## src/rtl/assert_macros.svh

```systemverilog
// assertion macros shared by the packet buffer rtl
`ifndef ASSERT_MACROS_SVH
`define ASSERT_MACROS_SVH

// checked on every clock edge outside reset
`define PBTD_ASSERT(label, prop, msg) \
    label: assert property (@(posedge i_clk) disable iff (!i_rst_n) prop) \
        else $error(msg);

// checked on every clock edge, reset included
`define PBTD_ASSERT_ALWAYS(label, prop, msg) \
    label: assert property (@(posedge i_clk) prop) else $error(msg);

`endif

```

## src/rtl/pbtd_pkg.sv

```systemverilog
// types, constants and helpers for the tail drop packet buffer
package pbtd_pkg;

    localparam int BUFFER_DEPTH = 64;
    localparam int TIME_WIDTH   = 32;
    localparam int PTR_W        = (BUFFER_DEPTH > 1) ? $clog2(BUFFER_DEPTH) : 1;
    localparam int CNT_W        = $clog2(BUFFER_DEPTH + 1);
    localparam int SUM_W        = CNT_W + 1;
    localparam int CFG_W        = 7;
    localparam int CAP_W        = (CNT_W > CFG_W) ? CNT_W : CFG_W;
    localparam int BUF_SIZE_RST = 64;

    typedef logic [TIME_WIDTH-1:0] t_time;

    typedef struct packed {
        logic [31:0] arr_tick;
        logic [15:0] svc_ticks;
    } t_in_beat;

    typedef struct packed {
        logic        dropped;
        logic [31:0] start_tick;
    } t_out_beat;

    typedef enum logic [1:0] {
        ST_IDLE,
        ST_READ,
        ST_CMP,
        ST_DECIDE
    } t_state;

    typedef struct packed {
        logic load;
        logic retire;
        logic commit;
    } t_cmd;

    typedef struct packed {
        logic count_zero;
        logic expired;
    } t_stat;

    // time values wrap to the time width on entry
    function automatic t_time fit_time(input logic [63:0] v);
        return v[TIME_WIDTH-1:0];
    endfunction

endpackage

```

## src/rtl/pbtd_ctrl.sv

```systemverilog
// sequencer: accepts a beat, walks expired queue entries, then issues the result
`include "assert_macros.svh"

module pbtd_ctrl (
    input  logic          i_clk,
    input  logic          i_rst_n,
    input  logic          i_in_valid,
    output logic          o_in_stall,
    output logic          o_out_valid,
    input  logic          i_out_stall,
    input  pbtd_pkg::t_stat i_stat,
    output pbtd_pkg::t_cmd  o_cmd
);
    import pbtd_pkg::*;

    t_state r_state, n_state;
    logic   r_out_valid, n_out_valid;

    always_ff @(posedge i_clk) begin
        if (!i_rst_n) begin
            r_state     <= ST_IDLE;
            r_out_valid <= 1'b0;
        end else begin
            r_state     <= n_state;
            r_out_valid <= n_out_valid;
        end
    end

    always_comb begin
        n_state     = r_state;
        o_cmd       = '0;
        n_out_valid = r_out_valid && i_out_stall;
        unique case (r_state)
            ST_IDLE: begin
                if (i_in_valid) begin
                    o_cmd.load = 1'b1;
                    n_state    = ST_READ;
                end
            end
            ST_READ: begin
                // head entry read is in flight
                if (i_stat.count_zero) begin
                    n_state = ST_DECIDE;
                end else begin
                    n_state = ST_CMP;
                end
            end
            ST_CMP: begin
                if (i_stat.expired) begin
                    o_cmd.retire = 1'b1;
                    n_state      = ST_READ;
                end else begin
                    n_state = ST_DECIDE;
                end
            end
            ST_DECIDE: begin
                // wait for a free output register
                if (!r_out_valid || !i_out_stall) begin
                    o_cmd.commit = 1'b1;
                    n_out_valid  = 1'b1;
                    n_state      = ST_IDLE;
                end
            end
            default: n_state = ST_IDLE;
        endcase
    end

    assign o_in_stall  = (r_state != ST_IDLE);
    assign o_out_valid = r_out_valid;

    `PBTD_ASSERT(a_accept_reads, (i_in_valid && !o_in_stall) |=> (r_state == ST_READ),
        "accepted beat did not start the queue walk")
    `PBTD_ASSERT(a_commit_shows, o_cmd.commit |=> o_out_valid,
        "committed result not presented")

endmodule

```

## src/rtl/pbtd_dp.sv

```systemverilog
// datapath: finish time queue, occupancy, last finish time and result register
`include "assert_macros.svh"

module pbtd_dp (
    input  logic                        i_clk,
    input  logic                        i_rst_n,
    input  logic                        i_cfg_wr_en,
    input  logic [pbtd_pkg::CFG_W-1:0]  i_cfg_wr_data,
    input  pbtd_pkg::t_in_beat          i_in_beat,
    input  pbtd_pkg::t_cmd              i_cmd,
    output pbtd_pkg::t_stat             o_stat,
    output pbtd_pkg::t_out_beat         o_out_beat
);
    import pbtd_pkg::*;

    t_time                 mem [BUFFER_DEPTH];
    t_time                 r_rd_data;
    t_time                 r_arrival;
    t_time                 r_ptime;
    t_time                 r_last_finish, n_last_finish;
    logic [PTR_W-1:0]      r_head, n_head;
    logic [CNT_W-1:0]      r_count, n_count;
    logic [CFG_W-1:0]      r_buffer_size;
    t_out_beat             r_out_beat;

    t_time                 in_arrival;
    logic [TIME_WIDTH:0]   finish_sum;
    t_time                 finish;
    logic [CAP_W-1:0]      cap;
    logic                  room;
    logic [SUM_W-1:0]      tail_sum;
    logic [SUM_W-1:0]      tail_wrap;
    logic [PTR_W-1:0]      tail;
    logic [63:0]           start_wide;

    assign in_arrival = fit_time({32'b0, i_in_beat.arr_tick});

    // capacity is the smaller of the register and the queue depth
    assign cap  = (CAP_W'(r_buffer_size) > CAP_W'(BUFFER_DEPTH)) ?
                  CAP_W'(BUFFER_DEPTH) : CAP_W'(r_buffer_size);
    assign room = CAP_W'(r_count) < cap;

    assign finish_sum = {1'b0, r_last_finish} + {1'b0, r_ptime};
    assign finish     = finish_sum[TIME_WIDTH] ? '1 : finish_sum[TIME_WIDTH-1:0];

    assign tail_sum  = SUM_W'(r_head) + SUM_W'(r_count);
    assign tail_wrap = (tail_sum >= SUM_W'(BUFFER_DEPTH)) ?
                       (tail_sum - SUM_W'(BUFFER_DEPTH)) : tail_sum;
    assign tail      = tail_wrap[PTR_W-1:0];

    assign start_wide = 64'(r_last_finish);

    always_comb begin
        n_head        = r_head;
        n_count       = r_count;
        n_last_finish = r_last_finish;
        if (i_cmd.load && (in_arrival > r_last_finish)) begin
            n_last_finish = in_arrival;
        end
        if (i_cmd.retire) begin
            n_head  = (r_head == PTR_W'(BUFFER_DEPTH - 1)) ? '0 : r_head + 1'b1;
            n_count = r_count - 1'b1;
        end
        if (i_cmd.commit && room) begin
            n_last_finish = finish;
            n_count       = r_count + 1'b1;
        end
    end

    always_ff @(posedge i_clk) begin
        if (!i_rst_n) begin
            r_head        <= '0;
            r_count       <= '0;
            r_last_finish <= '0;
            r_buffer_size <= CFG_W'(BUF_SIZE_RST);
        end else begin
            r_head        <= n_head;
            r_count       <= n_count;
            r_last_finish <= n_last_finish;
            if (i_cfg_wr_en) begin
                r_buffer_size <= i_cfg_wr_data;
            end
        end
    end

    // queue storage, read at the head every cycle
    always_ff @(posedge i_clk) begin
        r_rd_data <= mem[r_head];
        if (i_cmd.commit && room) begin
            mem[tail] <= finish;
        end
    end

    always_ff @(posedge i_clk) begin
        if (i_cmd.load) begin
            r_arrival <= in_arrival;
            r_ptime   <= fit_time({48'b0, i_in_beat.svc_ticks});
        end
        if (i_cmd.commit) begin
            r_out_beat.dropped    <= !room;
            r_out_beat.start_tick <= room ? start_wide[31:0] : 32'b0;
        end
    end

    assign o_stat.count_zero = (r_count == '0);
    assign o_stat.expired    = (r_arrival >= r_rd_data);
    assign o_out_beat        = r_out_beat;

    `PBTD_ASSERT_ALWAYS(a_count_bound, !i_rst_n || (r_count <= CNT_W'(BUFFER_DEPTH)),
        "queue occupancy above depth")
    `PBTD_ASSERT(a_retire_nonempty, i_cmd.retire |-> (r_count != '0),
        "retire from an empty queue")

endmodule

```

## src/rtl/packet_buffer_tail_drop_unit.sv

```systemverilog
// top level of the tail drop packet buffer: sequencer plus datapath
//
//  channel  | handshake               | beat
//  ---------+-------------------------+-------------------------------------
//  in       | i_in_valid / o_in_stall | i_in_beat  (arr_tick, svc_ticks)
//  out      | o_out_valid/i_out_stall | o_out_beat (dropped, start_tick)
//  cfg      | i_cfg_wr_en             | i_cfg_wr_data (buffer_size)
//
// an item passes IDLE, READ, CMP unless the queue is empty, and DECIDE, plus
// a READ and CMP for each queued finish time it retires, set by the walk
// over the queue memory, one registered head read then one compare
// reset is synchronous; buffer_size returns to 64 and the queue empties
// the next beat is taken while a result still sits in the output register
// a stalled output holds only the final step of the following item
`include "assert_macros.svh"

module packet_buffer_tail_drop_unit (
    input  logic                        i_clk,
    input  logic                        i_rst_n,
    input  logic                        i_cfg_wr_en,
    input  logic [pbtd_pkg::CFG_W-1:0]  i_cfg_wr_data,
    input  logic                        i_in_valid,
    output logic                        o_in_stall,
    input  pbtd_pkg::t_in_beat          i_in_beat,
    output logic                        o_out_valid,
    input  logic                        i_out_stall,
    output pbtd_pkg::t_out_beat         o_out_beat
);
    import pbtd_pkg::*;

    t_cmd  cmd;
    t_stat stat;

    pbtd_ctrl u_ctrl (
        .i_clk       (i_clk),
        .i_rst_n     (i_rst_n),
        .i_in_valid  (i_in_valid),
        .o_in_stall  (o_in_stall),
        .o_out_valid (o_out_valid),
        .i_out_stall (i_out_stall),
        .i_stat      (stat),
        .o_cmd       (cmd)
    );

    pbtd_dp u_dp (
        .i_clk         (i_clk),
        .i_rst_n       (i_rst_n),
        .i_cfg_wr_en   (i_cfg_wr_en),
        .i_cfg_wr_data (i_cfg_wr_data),
        .i_in_beat     (i_in_beat),
        .i_cmd         (cmd),
        .o_stat        (stat),
        .o_out_beat    (o_out_beat)
    );

    `PBTD_ASSERT(a_no_commit_on_load, cmd.load |-> !cmd.commit,
        "load and commit in the same cycle")

endmodule
```

## config.mk

```make
export PLATFORM = sky130hd
export DESIGN_NAME = packet_buffer_tail_drop_unit
export DESIGN_NICKNAME = d
export VERILOG_FILES = /design/src/rtl/pbtd_pkg.sv /design/src/rtl/pbtd_ctrl.sv /design/src/rtl/pbtd_dp.sv /design/src/rtl/packet_buffer_tail_drop_unit.sv
export VERILOG_INCLUDE_DIRS = /design/src /design/src/rtl
export SDC_FILE = /design/constraint.sdc
export NUM_CORES = 2
export LEC_CHECK = 0
export BUFFER_PORTS_ARGS = -buffer_cell sky130_fd_sc_hd__buf_2
export CAP_MARGIN = 20
export CORE_MARGIN = 5
export CORE_UTILIZATION = 40
export CTS_CLUSTER_SIZE = 10
export DETAILED_ROUTE_END_ITERATION = 8
export SLEW_MARGIN = 20
export SYNTH_ARGS = -nofsm -noshare
export SYNTH_HDL_FRONTEND = slang
export SYNTH_SLANG_ARGS = --single-unit
```

## constraint.sdc

```tcl
create_clock -name i_clk -period 4.28 [get_ports i_clk]
set_clock_uncertainty 0.15 [all_clocks]
set_input_delay 0.642 -clock i_clk [delete_from_list [all_inputs] [get_ports i_clk]]
set_output_delay 0.642 -clock i_clk [all_outputs]
set_load 0.01 [all_outputs]
```

==> impl_results.md <==
* WHS Endpoint: u_dp.r_buffer_size[5]
* Post-synth top area cell: edfxtp_1
* Total Wirelength at 206000 µm
* Worst setup path class: reg -> reg
* Clk root buf: clkbuf_16
* First-pass DRT Iterations at 5
* Tot Pwr at 0.0532 W
* Synthesized area at 86600 µm²
* Top-area cell type share of the netlist area at 73.8%
* Fin Setup TNS at 0 ns
* Largest net degree at the start of global routing at 115
* Power per Cell Area at 527 nW/µm²
* RR Startpoint: u_dp.r_last_finish[0]
* Seq cells post-synth at 2216
* Gr ovfl total at 0
* Wire length per cell at 28.4 µm
* Clock sinks at 2216
* Die Wd at 475 µm
* CTS resizes at 0
* Drt initial violations at 4240
* Crit-path max FO at 64
* Worst-Margin Slew at 0.955 ns
* Drc violations at 0
* Critical path's most frequent cell: buf_4
* I/O pin total at 95
* Area post-placement at 92800 µm²
* Initial core utilization at 40.3%
* Top_reg_cell synth: edfxtp_1
* Detail Placement HPWL at 119000 µm
* Worst reg2reg setup slack at 0.47 ns
* Largest cells by area after synthesis: edfxtp_1, mux4_2, dfxtp_1, ha_1, nor2_1
* Net count reported at finish at 4456
* Clock slew at reported path FFs at 0.06 ns
* Hold Path Depth at 3
* LEAKAGE at 31.2 nW
* Row cnt at 170
* DR vias/cell at 5.70
* RR Endpoint: u_dp.mem[63][25]
* Gp weighted congestion at 0.814
* Port Buf Inserts at 94
* Synth async-reset ratio at 0%
* Synth Instances at 3875
* Setup Viol. Count Final at 0
* Final Hold Viols at 0
* Routed Antenna Nets at 0
* Status: finished, final reports clean
* Area of the core at 215000 µm²
* Yosys warns at 0
* HP Start: i_cfg_wr_en
* Crit path arrival time at 4.24 ns
* Post-CTS setup buffer count at 0
* Register area share after synthesis at 75.8%
* Clock latency on the worst-skew pair at 0.91 ns
* Met1 Usage GRT at 25.5%
* M2 GR Usage at 29.8%
* Total GRT Usage at 18.2%
* CP max stage cell: buf_4
* Die Height at 475 µm
* EDFF count, synth at 2129
* Fin. max-slew vios at 0
* Met3 usage at 3.30%
* Unrepaired setup endpoints after global routing: no
* Crit path time final at 3.81 ns
* Synth unique cells at 59
* Hold Worst Slack at 0.0999 ns
* Relative slew slack at 36.3%
* Mapped Nets at 4035
* Final Util at 46.9%
* Final period utilization at 89.1%
* Total number of vias at 41300
* Vias in the first global route at 43000
* Critical Path Sink Type: flop
* Design Area, Final at 101000 µm²
* CTS Buf Count at 274
* Area delta synth->final at 16.4%
* CTS tree: yes
* Clock Path Buffers at 4
* Register-to-Register Path Depth at 11
* Max Cap Viol at 0
* Layout cells sized above 1 at 30.7%
* CP required at 4.71 ns
* Initial antenna violation count at 12
* Avg Inst Size Synth at 22.4 µm²
* CP Cell Sequence: ha_1, inv_1, fa_1, nand2b_1, a21o_1, a31o_2, a211oi_1, nand2_1, buf_4, nand2_2, buf_4
* Worst hold path class: in -> reg
* Critical Path Start Type: flop
* Max stage delay on crit path at 0.49 ns
* H-tree levels at 5
* GR peak layer: met2
* Die ar. at 226000 µm²
* Post-CTS Hold Buffers at 57
* First-pass GRT wire length at 301000 µm
* Highest Clock Rate at 262 MHz
* Max IR drop VDD at 0.327 mV
[metal layers]
layer	vias up	wire, µm	share of wire, %
met4	0	4180	2.0
met1	22300	87300	42
met3	289	13300	6.5
met2	1556	101000	49
met5	-	0	0
li1	17200	-	-
[power by group]
group          leakage (nW)  total [W]  switching [W]  internal [W]
logic                  7.48    0.00649        0.00450       0.00200
clock network          3.64     0.0200        0.00807        0.0119
registers              20.1     0.0267       0.000207        0.0264
[worst max path at each step]
stage | from | to | slack [ns]
after global routing | u_dp.r_last_finish[0] | u_dp.mem[27][25] | 0.27
after global placement | u_dp.r_last_finish[0] | u_dp.r_last_finish[20] | 0.56
final | u_dp.r_last_finish[0] | u_dp.mem[63][25] | 0.47
after CTS | u_dp.r_last_finish[0] | u_dp.mem[31][20] | 0.48
after floorplan | u_dp.r_last_finish[0] | u_dp.mem[0][24] | 0.08
after detailed placement | u_dp.r_last_finish[0] | u_dp.mem[18][20] | 0.50
[state kept, by name, summed over array words and instances (netlist names)]
register and flops:
u_ctrl.o_out_valid 1, u_ctrl.r_state 2, u_dp.mem 2048, u_dp.o_out_beat 33, u_dp.r_arrival 32, u_dp.r_buffer_size 7, u_dp.r_count 7, u_dp.r_head 6
u_dp.r_last_finish 32, u_dp.r_ptime 16, u_dp.r_rd_data 32
[synthesized netlist by cell type (all sizes together) (2+ instances only)]
cell and count:
edfxtp 2129, mux4 672, nor2 131, clkbuf 101
ha 97, a21oi 87, buf 87, dfxtp 87
inv 80, nand2 76, o21ai 43, nand3 39
xnor2 27, nand4 26, nor3 25, a21o 23
a221oi 14, xor2 11, and3 10, a211oi 8
a31oi 8, mux2i 8, nand2b 8, o211ai 6
a21boi 5, and2 5, o31ai 5, nor4 4
o21bai 4, or3 4, a311oi 3, and4 3
fa 3, nand4b 3, o21a 3, o2bb2ai 3
a2111o 2, a311o 2, a31o 2, a32oi 2
mux2 2, nand3b 2, nor2b 2, o2111ai 2
or4 2
[cells by family after synthesis]
| logic type | Yosys count | share of synthesized area [%] |
|---|---|---|
| AO/OA/AOI/OAI | 229 | 1.68 |
| XOR/XNOR | 38 | 0.384 |
| adder cells (fa/ha/maj) | 100 | 1.47 |
| buffers and inverters | 268 | 1.26 |
| flip-flops | 2216 | 75.8 |
| multiplexers | 682 | 17.6 |
| AND/OR/NAND/NOR | 342 | 1.81 |
[placed cells by master, fill, tap and decap left out, types with 6 or more instances in the layout]
master         instances
edfxtp_1            2129
mux4_2               672
clkbuf_16            282
buf_4                108
ha_1                  97
buf_2                 94
clkbuf_1              87
a21oi_1               86
dfxtp_1               81
inv_1                 78
buf_12                74
nor2_4                66
nor2_1                65
dlygate4sd3_1         57
nand2_1               51
o21ai_0               43
nand3_1               39
xnor2_1               27
nand4_1               26
nor3_1                25
nand2_2               25
a21o_1                23
a221oi_1              14
xor2_1                11
and3_1                10
a211oi_1               8
nand2b_1               7
a31oi_1                7
mux2i_1                7
o211ai_1               6
inv_6                  6
[final cells by class]
| type | count | area (µm²) |
|---|---|---|
| Antenna cell | 4 | 10.0 |
| Sequential cell | 2216 | 65700 |
| Timing Repair Buffer | 333 | 3330 |
| Clock buffer | 370 | 7400 |
| Multi-Input combinational cell | 1391 | 20500 |
| Inverter | 80 | 302 |
| Clock inverter | 11 | 105 |
| Tap cell | 2838 | 3550 |
| Fill cell | 17400 | 114000 |
[per-stage QoR]
| stage | cells | setup WS (ns) |
|---|---|---|
| finish | 7243 | 0.468 |
| global route | 7240 | 0.272 |
| CTS | 7239 | 0.477 |
| detailed placement | 6801 | 0.497 |
| global placement | 6801 | 0.563 |
| floorplan | 3875 | 0.0787 |
[critical path, delay by kind of cell (launching register included)]
kind                       cells  cell delay (ns)
AOI/OAI and AO/OA              3             0.80
adders and majority gates      2             0.60
buffers and inverters          3             0.90
DFF                            1             0.42
and+or+nand+nor                3             0.55
(Power assumes the default switching activity.)
